--- src/hw/rtl/bdq_pkg.sv ---
package bdq_pkg;

  localparam int KindW   = 3;
  localparam int StatusW = 2;
  localparam int ValueW  = 32;
  localparam int TotalW  = 5;

  // Operation codes carried by one input item
  typedef enum logic [KindW-1:0] {
    KIND_PUSH_FRONT = 3'd0,
    KIND_PUSH_BACK  = 3'd1,
    KIND_POP_FRONT  = 3'd2,
    KIND_POP_BACK   = 3'd3,
    KIND_REMOVE     = 3'd4
  } kind_e;

  // Result status codes
  typedef enum logic [StatusW-1:0] {
    STATUS_OK        = 2'd0,
    STATUS_EMPTY     = 2'd1,
    STATUS_FULL      = 2'd2,
    STATUS_NOT_FOUND = 2'd3
  } status_e;

endpackage

--- src/hw/rtl/bdq_addr.sv ---
// Circular slot address: (base + offset) mod DEPTH, one add and one
// compare-subtract. Shared by every memory access of the sequencer.
module bdq_addr #(
  parameter int DEPTH = 16,
  localparam int AW = (DEPTH > 1) ? $clog2(DEPTH) : 1
) (
  input  logic [AW-1:0] base_i,
  input  logic [AW-1:0] off_i,
  output logic [AW-1:0] slot_o
);

  logic [AW:0] sum;
  logic [AW:0] wrapped;

  assign sum     = {1'b0, base_i} + {1'b0, off_i};
  assign wrapped = sum - (AW+1)'(DEPTH);

  // both operands stay below DEPTH, so one subtract wraps the sum
  assign slot_o = (sum >= (AW+1)'(DEPTH)) ? wrapped[AW-1:0] : sum[AW-1:0];

endmodule

--- src/hw/rtl/bdq_mem.sv ---
// Item store: one write port, one read port with registered read data
module bdq_mem #(
  parameter int DEPTH = 16,
  parameter int WIDTH = 32,
  localparam int AW = (DEPTH > 1) ? $clog2(DEPTH) : 1
) (
  input  logic             clk_i,
  input  logic             we_i,
  input  logic [AW-1:0]    waddr_i,
  input  logic [WIDTH-1:0] wdata_i,
  input  logic             re_i,
  input  logic [AW-1:0]    raddr_i,
  output logic [WIDTH-1:0] rdata_o
);

  logic [WIDTH-1:0] mem [DEPTH];
  logic [WIDTH-1:0] rdata_q;

  always_ff @(posedge clk_i) begin
    if (we_i) begin
      mem[waddr_i] <= wdata_i;
    end
  end

  always_ff @(posedge clk_i) begin
    if (re_i) begin
      rdata_q <= mem[raddr_i];
    end
  end

  assign rdata_o = rdata_q;

endmodule

--- src/hw/rtl/bounded_deque_remove_by_value.sv ---
// Channel   Direction  Handshake              Payload
// cfg       in         cfg_valid_i/cfg_ready_o cfg_data_i (match mask)
// in        in         in_valid_i/in_stall_o   kind_i, item_value_i
// out       out        out_valid_o/out_stall_i status_o, popped_value_o, entry_total_o,
//                                              front_value_o, back_value_o
//
// One item at a time; in_stall_o is high from acceptance until the result is loaded
// into the output register. The pace of each item is set by the single read port and
// one address adder. Reset (rst_ni low, asynchronous) empties the queue and sets the
// mask to all ones; the store is not cleared. A stalled result holds while the next
// item is accepted.
module bounded_deque_remove_by_value
  import bdq_pkg::*;
#(
  parameter int DEPTH     = 16,
  parameter int ITEM_BITS = 32
) (
  input  logic                clk_i,
  input  logic                rst_ni,
  input  logic                cfg_valid_i,
  output logic                cfg_ready_o,
  input  logic [ValueW-1:0]   cfg_data_i,
  input  logic                in_valid_i,
  output logic                in_stall_o,
  input  logic [KindW-1:0]    kind_i,
  input  logic [ValueW-1:0]   item_value_i,
  output logic                out_valid_o,
  input  logic                out_stall_i,
  output logic [StatusW-1:0]  status_o,
  output logic [ValueW-1:0]   popped_value_o,
  output logic [TotalW-1:0]   entry_total_o,
  output logic [ValueW-1:0]   front_value_o,
  output logic [ValueW-1:0]   back_value_o
);

  localparam int AW = (DEPTH > 1) ? $clog2(DEPTH) : 1;
  localparam int CW = $clog2(DEPTH + 1);
  localparam int SB = (ITEM_BITS < ValueW) ? ITEM_BITS : ValueW;

  typedef enum logic [3:0] {
    S_IDLE,
    S_EXEC,
    S_POP,
    S_SRCH_RD,
    S_SRCH_CMP,
    S_SH_RD,
    S_SH_WR,
    S_FRONT,
    S_BACK_RD,
    S_BACK_CAP,
    S_DONE
  } state_e;

  state_e               state_q, state_d;
  logic [KindW-1:0]     kind_q, kind_d;
  logic [SB-1:0]        val_q, val_d;
  logic [AW-1:0]        front_q, front_d;
  logic [CW-1:0]        count_q, count_d;
  logic [CW-1:0]        idx_q, idx_d;
  status_e              st_q, st_d;
  logic [SB-1:0]        popped_q, popped_d;
  logic [SB-1:0]        fval_q, fval_d;
  logic [SB-1:0]        bval_q, bval_d;
  logic [ValueW-1:0]    mask_q, mask_d;

  logic                 out_valid_q, out_valid_d;
  logic [StatusW-1:0]   out_status_q, out_status_d;
  logic [ValueW-1:0]    out_popped_q, out_popped_d;
  logic [TotalW-1:0]    out_total_q, out_total_d;
  logic [ValueW-1:0]    out_front_q, out_front_d;
  logic [ValueW-1:0]    out_back_q, out_back_d;

  logic [AW-1:0]        off;
  logic [AW-1:0]        slot;
  logic                 mem_we;
  logic [SB-1:0]        mem_wdata;
  logic                 mem_re;
  logic [SB-1:0]        rdata;
  logic [CW-1:0]        idx_next;
  logic [CW-1:0]        count_dec;
  logic                 hit;

  bdq_addr #(.DEPTH(DEPTH)) u_addr (
    .base_i (front_q),
    .off_i  (off),
    .slot_o (slot)
  );

  bdq_mem #(.DEPTH(DEPTH), .WIDTH(SB)) u_mem (
    .clk_i   (clk_i),
    .we_i    (mem_we),
    .waddr_i (slot),
    .wdata_i (mem_wdata),
    .re_i    (mem_re),
    .raddr_i (slot),
    .rdata_o (rdata)
  );

  assign idx_next  = idx_q + CW'(1);
  assign count_dec = count_q - CW'(1);
  // masked equality against the search value
  assign hit = ((rdata ^ val_q) & mask_q[SB-1:0]) == '0;

  assign cfg_ready_o = 1'b1;
  assign in_stall_o  = (state_q != S_IDLE);

  // Sequencer
  always_comb begin
    state_d      = state_q;
    kind_d       = kind_q;
    val_d        = val_q;
    front_d      = front_q;
    count_d      = count_q;
    idx_d        = idx_q;
    st_d         = st_q;
    popped_d     = popped_q;
    fval_d       = fval_q;
    bval_d       = bval_q;
    mask_d       = mask_q;
    out_valid_d  = out_valid_q;
    out_status_d = out_status_q;
    out_popped_d = out_popped_q;
    out_total_d  = out_total_q;
    out_front_d  = out_front_q;
    out_back_d   = out_back_q;
    off          = '0;
    mem_we       = 1'b0;
    mem_wdata    = val_q;
    mem_re       = 1'b0;

    if (cfg_valid_i) begin
      mask_d = cfg_data_i;
    end

    // result taken downstream
    if (out_valid_q && !out_stall_i) begin
      out_valid_d = 1'b0;
    end

    case (state_q)
      S_IDLE: begin
        if (in_valid_i) begin
          kind_d   = kind_i;
          val_d    = item_value_i[SB-1:0];
          idx_d    = '0;
          st_d     = STATUS_OK;
          popped_d = '0;
          state_d  = S_EXEC;
        end
      end

      S_EXEC: begin
        state_d = S_FRONT;
        case (kind_q)
          KIND_PUSH_FRONT: begin
            if (count_q == CW'(DEPTH)) begin
              st_d = STATUS_FULL;
            end else begin
              off     = AW'(DEPTH - 1);
              mem_we  = 1'b1;
              front_d = slot;
              count_d = count_q + CW'(1);
            end
          end
          KIND_PUSH_BACK: begin
            if (count_q == CW'(DEPTH)) begin
              st_d = STATUS_FULL;
            end else begin
              off     = count_q[AW-1:0];
              mem_we  = 1'b1;
              count_d = count_q + CW'(1);
            end
          end
          KIND_POP_FRONT: begin
            if (count_q == '0) begin
              st_d = STATUS_EMPTY;
            end else begin
              off     = '0;
              mem_re  = 1'b1;
              state_d = S_POP;
            end
          end
          KIND_POP_BACK: begin
            if (count_q == '0) begin
              st_d = STATUS_EMPTY;
            end else begin
              off     = count_dec[AW-1:0];
              mem_re  = 1'b1;
              state_d = S_POP;
            end
          end
          KIND_REMOVE: begin
            if (count_q == '0) begin
              st_d = STATUS_NOT_FOUND;
            end else begin
              state_d = S_SRCH_RD;
            end
          end
          default: begin
            state_d = S_FRONT;
          end
        endcase
      end

      // capture popped item, advance pointers
      S_POP: begin
        popped_d = rdata;
        count_d  = count_dec;
        if (kind_q == KIND_POP_FRONT) begin
          off     = AW'(1);
          front_d = slot;
        end
        state_d = S_FRONT;
      end

      S_SRCH_RD: begin
        off     = idx_q[AW-1:0];
        mem_re  = 1'b1;
        state_d = S_SRCH_CMP;
      end

      S_SRCH_CMP: begin
        if (hit) begin
          state_d = S_SH_RD;
        end else if (idx_next == count_q) begin
          st_d    = STATUS_NOT_FOUND;
          state_d = S_FRONT;
        end else begin
          idx_d   = idx_next;
          state_d = S_SRCH_RD;
        end
      end

      // close the gap: entry idx+1 moves to idx
      S_SH_RD: begin
        if (idx_next < count_q) begin
          off     = idx_next[AW-1:0];
          mem_re  = 1'b1;
          state_d = S_SH_WR;
        end else begin
          count_d = count_dec;
          state_d = S_FRONT;
        end
      end

      S_SH_WR: begin
        off       = idx_q[AW-1:0];
        mem_we    = 1'b1;
        mem_wdata = rdata;
        idx_d     = idx_next;
        state_d   = S_SH_RD;
      end

      // read back front and back items for the report
      S_FRONT: begin
        if (count_q == '0) begin
          fval_d  = '0;
          bval_d  = '0;
          state_d = S_DONE;
        end else begin
          off     = '0;
          mem_re  = 1'b1;
          state_d = S_BACK_RD;
        end
      end

      S_BACK_RD: begin
        fval_d  = rdata;
        off     = count_dec[AW-1:0];
        mem_re  = 1'b1;
        state_d = S_BACK_CAP;
      end

      S_BACK_CAP: begin
        bval_d  = rdata;
        state_d = S_DONE;
      end

      // load the output register once it is free
      S_DONE: begin
        if (!out_valid_q || !out_stall_i) begin
          out_valid_d  = 1'b1;
          out_status_d = st_q;
          out_popped_d = ValueW'(popped_q);
          out_total_d  = TotalW'(count_q);
          out_front_d  = ValueW'(fval_q);
          out_back_d   = ValueW'(bval_q);
          state_d      = S_IDLE;
        end
      end

      default: begin
        state_d = S_IDLE;
      end
    endcase
  end

  always_ff @(posedge clk_i or negedge rst_ni) begin
    if (!rst_ni) begin
      state_q      <= S_IDLE;
      kind_q       <= '0;
      val_q        <= '0;
      front_q      <= '0;
      count_q      <= '0;
      idx_q        <= '0;
      st_q         <= STATUS_OK;
      popped_q     <= '0;
      fval_q       <= '0;
      bval_q       <= '0;
      mask_q       <= '1;
      out_valid_q  <= 1'b0;
      out_status_q <= '0;
      out_popped_q <= '0;
      out_total_q  <= '0;
      out_front_q  <= '0;
      out_back_q   <= '0;
    end else begin
      state_q      <= state_d;
      kind_q       <= kind_d;
      val_q        <= val_d;
      front_q      <= front_d;
      count_q      <= count_d;
      idx_q        <= idx_d;
      st_q         <= st_d;
      popped_q     <= popped_d;
      fval_q       <= fval_d;
      bval_q       <= bval_d;
      mask_q       <= mask_d;
      out_valid_q  <= out_valid_d;
      out_status_q <= out_status_d;
      out_popped_q <= out_popped_d;
      out_total_q  <= out_total_d;
      out_front_q  <= out_front_d;
      out_back_q   <= out_back_d;
    end
  end

  assign out_valid_o    = out_valid_q;
  assign status_o       = out_status_q;
  assign popped_value_o = out_popped_q;
  assign entry_total_o  = out_total_q;
  assign front_value_o  = out_front_q;
  assign back_value_o   = out_back_q;

endmodule

--- config.mk ---
export PLATFORM = sky130hd
export DESIGN_NAME = bounded_deque_remove_by_value
export DESIGN_NICKNAME = d
export VERILOG_FILES = /design/src/hw/rtl/bdq_pkg.sv /design/src/hw/rtl/bdq_addr.sv /design/src/hw/rtl/bdq_mem.sv /design/src/hw/rtl/bounded_deque_remove_by_value.sv
export SDC_FILE = /design/constraint.sdc
export NUM_CORES = 1
export LEC_CHECK = 0
export BUFFER_PORTS_ARGS = -buffer_cell sky130_fd_sc_hd__buf_2
export CAP_MARGIN = 15
export CORE_ASPECT_RATIO = 1.4
export CORE_MARGIN = 2
export CORE_UTILIZATION = 55
export CTS_CLUSTER_DIAMETER = 30
export DETAILED_ROUTE_END_ITERATION = 7
export PLACE_DENSITY = 0.75
export SLEW_MARGIN = 40
export SYNTH_ARGS = -nofsm -noshare
export SYNTH_HDL_FRONTEND = slang
export SYNTH_HIERARCHICAL = 1
export SYNTH_SLANG_ARGS = --single-unit
--- constraint.sdc ---
create_clock -name clk_i -period 6.7 [get_ports clk_i]
set_clock_uncertainty 0.2 [all_clocks]
set_input_delay 2.01 -clock clk_i [delete_from_list [all_inputs] [get_ports clk_i]]
set_output_delay 2.01 -clock clk_i [all_outputs]
set_load 0.02 [all_outputs]
==> summary by stage, run 1 <==
Timing
The upper clock frequency limit is 177 MHz. The worst path uses 84.5% of the clock period. In the final timing run, aggregate negative setup slack is 0 ns. The final number of max-transition violations is 0. For the pin with the worst max-slew slack, the measured transition is 0.866 ns. The clock period minus worst slack is 5.66 ns.

Setup repair after global routing left no endpoint under its margin. The number of setup violations in the final report is 0. The hold violation count in the final report is 0. The relative max-transition margin is 41.8%.

Layout
The number of nets at the end of the flow is 2,091. The most common cell after layout, fill and taps aside is edfxtp_1. The library cells used most frequently in the layout, excluding fill and tap cells, are edfxtp_1, dfrtp_1, mux2_2, buf_2, nand2_1. Summing all multi-input logic gate instances after layout gives 0.00867 mm^2. The sequential standard cell area is 0.0236 mm^2. The repair_antennas step left the layout with diodes totalling 0. More flip-flops sit in one register than any other, and that register is u_mem/mem. The fraction of layout instances using a drive strength above 1 is 38.2%. The area growth from synthesis to layout is 17.9%. The finished layout holds 2,846 standard cells, fillers aside.

The register with the most flip-flops in the layout has 512 of them. The number of filler cells placed in the layout is 3,725.

Setup path
The worst setup path is of the reg2reg kind. The type of destination of the critical path is a register. The largest fanout of any net on the critical path is 17.

In this run the register-to-register setup slack is 1.04 ns. The worst reg2reg path startpoint is count_q[0]. The worst endpoint required time is 6.84 ns. The data arrival time at the worst-slack endpoint is 5.80 ns.

The worst register-to-register path ends at u_mem/mem[13][27]. The logic depth of the worst register-to-register path is 14. STA classifies the critical path startpoint as a register.

CTS
TritonCTS built the clock tree. The clock net in this run drives a total of 831 sinks. The buffer type at the clock tree root is clkbuf_16. The later pin in the worst-skew pair is clocked with a latency of 0.65 ns. The maximum clock insertion buffer count is 3. The number of setup buffers added after CTS is 0.

The H-tree was split into 3 levels. The hold-fix buffer count after cts is 0. After clock tree synthesis, the clock-pin slew on the worst setup and hold paths is 0.06 ns.

Once the clock tree was built, the resizer swapped 0 gates to a different size. The number of buffers created by CTS is 104.

Synth
In the synthesized netlist, the number of instances is 1,782. Of the synthesized area, sequential elements account for 72.5%. The count of synthesis-stage warnings from yosys is 6.

The mean post-synth cell area is 18.2 um^2. For this run, the leading register cell type out of synthesis is edfxtp_1. Counting every net in the synthesized netlist gives 1,867. The number of different library cells used by synthesis comes to 58. Yosys mapped a number of flops with a built-in enable equal to 544. After synthesis, the share of flip-flops with an asynchronous set or reset is 34.5%.

The area of the mapped netlist is 0.0325 mm^2. In this run, synthesis produced a sequential element count of 831.

Floorplan
The die is 209 um wide. The die covers 0.0611 mm^2. The core region is 0.0585 mm^2. The count of standard-cell rows is 105. Once the floorplan was initialized, standard cells occupied 55.6% of the core. During I/O placement, the number of pins put on the boundary was 178. The die boundary height is 292 um.

Place
The HPWL after detailed placement is 44,400 um. Including well taps, the total number of placed cells is 2,649. Input and output buffers added on the ports amount to 176. The routability-driven placement congestion ratio is 0.849.

Routing
The first detailed-routing pass ran for 5 iterations. The number of vias in the routed layout is 17,600. Once detail routing completed, the nets flagged for antenna violations numbered 0. The post-detailed-route DRC marker count is 0. The post-detailed-route via-to-cell ratio is 6.18.

The wire length per cell is 26.5 um. The final wirelength is 75,500 um. The detailed router's first-iteration violation count is 1,726.

Worst hold path
The number of instances on the worst hold path is 1. The startpoint identified for the worst hold timing path is bval_q[8]. The worst min-delay path endpoint is bval_q[8]. The path class of the tightest hold or removal check is reg2reg.

Power
The switching share of power is 34.7%. The net load switching power is 7760 uW. For this design the ratio of total power to cell area is 583 mW/mm^2.

The internal portion of the total power is 14,600 uW. The sequential power share is 37.5%. Combinational logic is responsible for 35.8% of the overall power. The maximum vdd ir drop is 0.712 mV. The part of the total power dissipated in the clock network is 26.6%. The static leakage power is 0.0145 uW.

Global routing
The first global-routing pass estimated 115,000 um of wire. The number of global-route vias before repair came to 18,500. Across every metal layer, demand over resource in global routing totals 25.1%.

For this run the aggregate overflow at the end of global routing stands at 0. The number of antenna violations at the first check in global routing came to 0. Entering global routing, the biggest net connects 106 pins.

Run
The max-cap violation count is 0.

Status
The flow ran to the end, and the final reports show no timing, DRC or antenna violations.
-- cell usage after synthesis (31+ instances only) --
| master | n | area (um^2) |
|---|---|---|
| a22o_1 | 63 | 552 |
| mux2_2 | 202 | 2270 |
| dfrtp_1 | 255 | 6380 |
| clkbuf_1 | 37 | 139 |
| buf_2 | 33 | 165 |
| nand2_1 | 130 | 488 |
| dfstp_2 | 32 | 841 |
| o21ai_0 | 50 | 250 |
| xor2_1 | 35 | 307 |
| mux4_2 | 128 | 2880 |
| nor2_1 | 31 | 116 |
| a22oi_1 | 81 | 608 |
| edfxtp_1 | 544 | 16300 |
-- power by group through the flow --
stage	logic [uW]	clock network, uW	registers (uW)
2_1_floorplan	5470	0	8370
5_1_grt	8590	6230	8500
4_1_cts	8060	6020	8380
3_5_place_dp	7940	0	8450
3_3_place_gp	7710	0	8390
6_report	8010	5950	8390
-- routing by layer --
metal	vias to the layer above	GRT usage (%)	share of wire (%)	wire length [um]
met4	0	8.34	2.7	2060
met5	-	0	0	0
li1	7464	-	-	-
met3	140	3.62	6.3	4720
met1	9275	32.4	39	29200
met2	722	44.0	52	39600
-- critical path, stage by stage, from the launching register on --
cell and delay [ns]:
dfrtp_1 0.43, inv_1 0.21, ha_1 0.24, and3_1 0.32
nor2b_1 0.13, a31oi_1 0.36, o21ai_0 0.13, a211oi_1 0.40
o211ai_1 0.19, ha_1 0.37, a21oi_2 0.07, xnor2_1 0.70
nand3_1 0.53, nor2_4 0.77, buf_12 0.27
-- cell families (layout without fill, tap and decap cells) --
family	Yosys count	in the layout	synth area share (%)
AOI/OAI and AO/OA	245	245	5.51
muxes	330	330	15.9
adders and majority gates	13	13	0.524
buffers and inverters	106	421	1.51
xor gates and xnor gates	45	45	1.21
other	1	1	0.0115
DFF	831	831	72.5
and+or+nand+nor	211	211	2.88
-- how the worst max path moves through the flow --
stage                     from                 to  slack [ns]  depth (start not counted)
floorplan             idx_q[0]    u_mem/mem[0][0]        0.63                         14
global placement      idx_q[0]  u_mem/mem[11][18]        1.36                         12
detailed placement  count_q[0]  u_mem/mem[13][26]        1.24                         14
CTS                 count_q[0]  u_mem/mem[13][27]        1.18                         14
global route        count_q[0]  u_mem/mem[13][27]        0.89                         14
finish              count_q[0]  u_mem/mem[13][27]        1.04                         14
-- layout make-up --
| cell class | count | share of cell area, % |
|---|---|---|
| Timing Repair Buffer | 215 | 3.51 |
| Multi-Input combinational cell | 845 | 22.6 |
| Tap cell | 749 | 2.44 |
| Clock buffer | 115 | 7.09 |
| Clock inverter | 82 | 2.80 |
| Sequential cell | 831 | 61.5 |
| Inverter | 9 | 0.0881 |
-- metrics by stage --
stage / power, uW / utilization, % / cell area, um^2 / hold WS, ns / setup WS, ns
after floorplan: 13800 / - / 32500 / 0.260 / 0.632
after global placement: 16100 / 59.0 / 34500 / 0.274 / 1.36
after detailed placement: 16400 / 59.1 / 34500 / 0.274 / 1.24
after CTS: 22500 / 65.5 / 38300 / 0.300 / 1.18
after global routing: 23300 / 65.6 / 38300 / 0.310 / 0.886
final: 22300 / 65.6 / 38300 / 0.297 / 1.04
(Power assumes the default switching activity.)
==> run 2: changes to the inputs <==
--- a/config.mk
+++ b/config.mk
@@ -12,7 +12,7 @@
 export CORE_UTILIZATION = 55
 export CTS_CLUSTER_DIAMETER = 30
 export DETAILED_ROUTE_END_ITERATION = 7
-export PLACE_DENSITY = 0.75
+export PLACE_DENSITY = 0.78
 export SLEW_MARGIN = 40
 export SYNTH_ARGS = -nofsm -noshare
 export SYNTH_HDL_FRONTEND = slang
==> constraint.sdc (replaced) <==
create_clock -name clk_i -period 4.53 [get_ports clk_i]
set_clock_uncertainty 0.2 [all_clocks]
set_input_delay 1.359 -clock clk_i [delete_from_list [all_inputs] [get_ports clk_i]]
set_output_delay 1.359 -clock clk_i [all_outputs]
set_load 0.02 [all_outputs]
==> summary by stage, run 2 (same netlist as run 1, synthesis figures left out) <==
CTS
The sink count of the clock tree is 831. TritonCTS built the clock tree. The maximum clock insertion buffer count is 3.

The H-tree was split into 3 levels. The number of hold buffers added after CTS was 0. After clock tree synthesis, the clock-pin slew on the worst setup and hold paths is 0.06 ns. The number of buffers created by CTS is 101. The root buffer cell chosen for the clock tree is clkbuf_16.

The clock latency reported for the late side of the worst-skew pair is 0.64 ns.

Routing
For this run, the detailed router's first-pass iteration total came to 6. After detailed routing, the total wire length is 80,000 um. In the final routed layout, each cell accounts on average for 27.5 um.

The number of vias in the routed layout is 18,200. For this run, design rule violations remaining after detail routing come to 0. In this run the remaining antenna-violating nets after routing total 0. The detailed router finished its first iteration with 1,929 violations. The post-detailed-route via-to-cell ratio is 6.25.

Layout
The finished layout holds 2,912 standard cells, fillers aside. The multi-input combinational cells in the finished layout cover a total of 0.00871 mm^2. The number of antenna diodes in the final layout is 0.

The most common cell after layout, fill and taps aside is edfxtp_1. The finished cells cover 0.0389 mm^2. The area growth from synthesis to layout is 19.8%. Summing all flip-flop and latch instances after layout gives 0.0236 mm^2. The number of filler cells placed in the layout is 3,598. The share of the core filled with cells is 66.6%. In the layout the commonest cells are edfxtp_1, dfrtp_1, mux2_2, buf_2, nand2_1. The register with the most flip-flops is u_mem/mem. Of the cells placed in the final design, the portion with a size suffix greater than 1 is 40.7%. The number of nets at the end of the flow is 2,160. The number of flip-flops under the largest register name is 512.

Place
The placed cell area is 0.0354 mm^2. Routability-driven placement finished with a final weighted congestion of 0.883. The final HPWL from detailed placement is 49,700 um. The worst slack at placement is -0.166 ns. The cell count after placement is 2,718. The count of buffers added on input and output ports is 176.

Floorplan
The die boundary height is 292 um. The die covers 0.0611 mm^2. For this configuration, the core starts out at a cell density of 55.6%. The floorplan core area is 0.0585 mm^2. The die boundary width is 209 um.

For this design the top-level I/O count stands at 178. The floorplan has 105 rows.

Timing
Setup repair after global routing left no endpoint under its margin. The clock period minus worst slack is 4.45 ns. The relative max-transition margin is 51.7%.

Setup violations remaining at the end of the flow were counted as 0. The final number of max-transition violations is 0. The hold violation count in the final report is 0. Dividing the final minimum period by the clock period gives 98.3%. The transition time at the pin with the least slew margin is 0.723 ns. Derived from the worst setup path, the maximum achievable clock frequency is 225 MHz.

The worst setup slack after layout is 0.0758 ns.

Worst hold path
The min-delay analysis places its worst path in the category reg2reg. The launch point of the worst hold path is entry_total_o[2].

Setup path
At the worst endpoint, the required time is 4.70 ns. The worst setup path is launched from a register. The start point of the critical path is idx_q[1]. The data arrival time at the worst-slack endpoint is 4.62 ns.

The combined buffer and inverter count along the critical path is 2. For this design, the slowest cell found on the critical path is fa_4. The top cell family by delay on the critical path is adder cells. The worst reg2reg path startpoint is idx_q[1]. In this design, the stage delay of the slowest critical-path cell is 0.79 ns. Walking the worst path, the cells encountered are ha_1 > nand3_1 > xnor2_1 > ha_1 > nand2_1 > o211ai_1 > o211ai_1 > ha_4 > fa_4 > buf_12 > buf_12 > mux4_2 > a22oi_1 > nand2_1. The worst setup path is of the reg2reg kind. In this run the worst path has a maximum fanout of 39. The type of destination of the critical path is a register.

Run
The max-cap violation count is 0.

Global routing
The sum of overflow across all layers after global routing is 0. The overall global routing resource usage is 26.6%. The number of global-route vias before repair was 19,300. The first-pass GRT wire length is 121,000 um. The number of antenna violations at the first check in global routing came to 2.

Entering global routing, the biggest net connects 110 pins.

Power
Across the VDD grid, the largest voltage drop is 0.452 mV. The total power density per cell area is 868 mW/mm^2. In this run the static leakage power is 0.0148 uW.

Status
The flow ran to the end, and the final reports show no timing, DRC or antenna violations.
[run 2: final timing paths]
| check | depth (start not counted) | to | slack (ns) |
|---|---|---|---|
| max | 14 | u_mem/rdata_o[15] | 0.08 |
| min | 2 | entry_total_o[2] | 0.28 |
| max reg2reg | 14 | u_mem/rdata_o[15] | 0.08 |
| min reg2reg | 2 | entry_total_o[2] | 0.28 |
| max in group asynchronous | 3 | mask_q[10] | 2.65 |
| min in group asynchronous | 1 | front_value_o[31] | 0.38 |
[run 2: where the power goes]
group	internal (uW)	total, uW	switching (uW)
registers	11100	12400	1310
logic	5830	13200	7360
clock network	4810	8180	3360
total	21800	33800	12000
[run 2: through the flow]
| step | power (uW) | TNS, ns | hold WS [ns] |
|---|---|---|---|
| 2_1_floorplan | 20500 | -137.62 | 0.260 |
| 3_3_place_gp | 25000 | -22.37 | 0.272 |
| 3_5_place_dp | 25500 | -21.41 | 0.267 |
| 4_1_cts | 33800 | 0 | 0.281 |
| 5_1_grt | 35100 | 0 | 0.311 |
| 6_report | 33800 | 0 | 0.280 |
[run 2: cell type report]
type | instances | area share (%)
inverters | 9 | 0.0867
multi-input cells | 845 | 22.4
well taps | 749 | 2.41
flip-flops and latches | 831 | 60.5
repair buffers | 287 | 5.65
clock buffers | 122 | 7.06
clock inverters | 69 | 1.94
[run 2: worst min-delay path: stages (launching register included)]
cell	delay [ns]
dfrtp_1	0.34
nand2_1	0.04
o21ai_0	0.06
[run 2: timing repair]
item                       CTS  global route
setup buffers                0             2
resized for setup            2             8
setup endpoints to repair  326           523
pin swaps                    0             1
cloned                       0             0
[run 2: routing by layer]
metal	track usage [%]	share of wire [%]	vias up
met1	33.6	37	9506
li1	-	-	7623
met3	4.07	6.7	176
met4	10.7	3.7	0
met2	46.5	53	884
met5	0	0	-
==> run 3: changes to the inputs <==
--- a/config.mk
+++ b/config.mk
@@ -9,10 +9,10 @@
 export CAP_MARGIN = 15
 export CORE_ASPECT_RATIO = 1.4
 export CORE_MARGIN = 2
-export CORE_UTILIZATION = 55
+export CORE_UTILIZATION = 40
 export CTS_CLUSTER_DIAMETER = 30
 export DETAILED_ROUTE_END_ITERATION = 7
-export PLACE_DENSITY = 0.78
+export PLACE_DENSITY = 0.6
 export SLEW_MARGIN = 40
 export SYNTH_ARGS = -nofsm -noshare
 export SYNTH_HDL_FRONTEND = slang
==> summary by stage, run 3 (same netlist as run 1, synthesis figures left out) <==
Worst hold path
The class of the worst hold path is reg2reg.

Routing
The number of vias in the routed layout is 17,700. The post-detailed-route via-to-cell ratio is 5.45. The post-detailed-route DRC marker count is 0. Wires add up to 79,400 um.

Before antenna repair, the detailed router went through 5 iterations. After detailed routing, the average wire length per cell comes to 24.5 um. The detailed router's first-iteration violation count is 1,125. In this run the remaining antenna-violating nets after routing total 0.

Setup path
The type of destination of the critical path is a register. In this design, the stage delay of the slowest critical-path cell is 0.92 ns. Walking the worst path, the cells encountered are ha_4 > nand3_1 > xnor2_2 > ha_1 > nand2_2 > o211ai_1 > o211ai_1 > ha_4 > fa_4 > buf_4 > clkbuf_16 > mux4_2 > a22oi_1 > nand2_1. STA classifies the critical path startpoint as a register.

The data arrival time at the worst-slack endpoint is 4.60 ns. The worst setup path is of the reg2reg kind. The largest fanout of any net on the critical path is 24.

The cell type of the slowest stage on the worst timing path is fa_4. For the worst setup path, the data required time is 4.74 ns.

Status
The run finished with clean final reports.

Floorplan
The floorplan core area is 0.0805 mm^2. The starting utilization of the core area is 40.4%. The count of pins on the block boundary is 178. The overall die area is 0.0836 mm^2. The count of standard-cell rows is 123. The die is 341 um tall. Measured along the x axis, the die boundary spans 245 um.

Global routing
The number of global-route vias before repair is 18,600. The first global-routing pass estimated 118,000 um of wire. Entering global routing, the biggest net connects 91 pins. The overall global routing resource usage is 19.0%. Global routing finished with a remaining overflow of 0. The number of antenna violations at the first check in global routing is 1.

CTS
TritonCTS built the clock tree. In this run the number of H-tree levels came out at 3. The maximum clock insertion buffer count is 3.

For this design, the sink count on the clock tree is 831. Clock tree synthesis selected as its root buffer the cell clkbuf_16. Clock-pin slew was measured on the worst setup and hold paths at 0.06 ns.

The number of clock buffers added by TritonCTS is 114. For the worst-skew pair, the clock arrives at the later sink with an insertion delay of 0.68 ns. The hold-fix buffer count after cts is 0.

Timing
The final number of max-transition violations was 0. Hold timing on the final database bottoms out at a slack of 0.286 ns. The number of setup violations in the final report is 0. The hold violation count in the final report is 0. Headroom to the max-slew limit came out at 42.4%.

For this run, the top clock speed supported by timing is 228 MHz. The worst path meets setup with 0.145 ns of slack. In the finished design, the share of the clock period the worst path needs comes to 96.8%.

The transition time at the pin with the least slew margin is 0.855 ns. The smallest clock period supported by the final layout is computed as 4.38 ns.

Power
The static leakage power is 0.0150 uW. For this design the ratio of total power to cell area is 859 mW/mm^2. The maximum vdd ir drop is 1.07 mV.

Place
Routability-driven placement finished with a final weighted congestion of 0.871. Summed over all nets, the half-perimeter wirelength after detailed placement is 51,300 um. At the placement stage, the worst setup path has a slack of 0.106 ns.

The count of buffers inserted at the top-level ports is 176.

Run
The tool flagged a number of max-cap violations equal to 0.

Layout
Leaving out fill and tap cells, the most frequent cell in the layout is edfxtp_1. The number of filler cells placed in the layout is 6,490. Leaving out fill and tap cells, the most frequent cells in the layout are edfxtp_1, dfrtp_1, mux2_2, buf_2. The combined area of the multi-input logic cells is 0.00871 mm^2. Cells with a size suffix above 1 make up 40.9% of the layout. The register with the most flip-flops is u_mem/mem. The sequential standard cell area is 0.0236 mm^2. The register with the most flip-flops in the layout has 512 of them. Relative to the synthesized area, the layout overhead comes to 22.7%. 0 antenna diodes ended up in the layout. In the final design database the tool counted 2,164 nets.
-- run 3: path summary, 6_finish.rpt --
path                                   from                 to  slack (ns)  depth (start not counted)
max                                idx_q[1]  u_mem/rdata_o[29]        0.15                         14
min                        entry_total_o[0]   entry_total_o[0]        0.29                          2
max reg2reg                        idx_q[1]  u_mem/rdata_o[29]        0.15                         14
min reg2reg                entry_total_o[0]   entry_total_o[0]        0.29                          2
max in group asynchronous            rst_ni   front_value_o[3]        2.73                          2
min in group asynchronous            rst_ni       popped_q[22]        0.50                          1
-- run 3: report_power, final --
| group | internal, uW | total, uW | switching [uW] |
|---|---|---|---|
| Combinational | 5790 | 12900 | 7070 |
| Clock | 5410 | 9020 | 3600 |
| Sequential | 11100 | 12400 | 1250 |
-- run 3: what timing repair did --
item,CTS,global route
resized for setup,0,8
setup buffers,0,7
setup endpoints to repair,0,527
-- run 3: metrics by stage --
step           instances  cell area [um^2]  TNS (ns)  total power [uW]  utilization [%]
6_report            3241             39900         0             34300             49.5
3_5_place_dp        3014             35700         0             25200             44.4
4_1_cts             3230             39700         0             34300             49.3
2_1_floorplan       1782             32500   -137.62             20500                -
3_3_place_gp        3014             35700         0             24900             44.4
5_1_grt             3241             39900   -0.0326             36000             49.5
-- run 3: area by class of cell --
| class | count | area share, % |
|---|---|---|
| repair buffers | 278 | 5.70 |
| clock inverters | 94 | 2.69 |
| inverters | 9 | 0.0847 |
| flip-flops and latches | 831 | 59.1 |
| multi-input cells | 845 | 21.9 |
| well taps | 1062 | 3.33 |
| clock buffers | 122 | 7.25 |
-- run 3: routing by layer --
layer / wire [um] / track usage, %
met3: 3740 / 3.14
met5: 13 / 0
met4: 2380 / 7.02
met2: 41400 / 33.1
met1: 31900 / 23.8
-- run 3: worst max-delay path: cells and delay by family, from the launching register on --
kind,cells,cell delay (ns)
adder cells (fa/ha/maj),4,1.63
XOR/XNOR,1,0.17
AND/OR/NAND/NOR,3,0.29
flip-flops,1,0.40
buffers and inverters,2,0.40
AO/OA/AOI/OAI,3,0.71
multiplexers,1,0.32
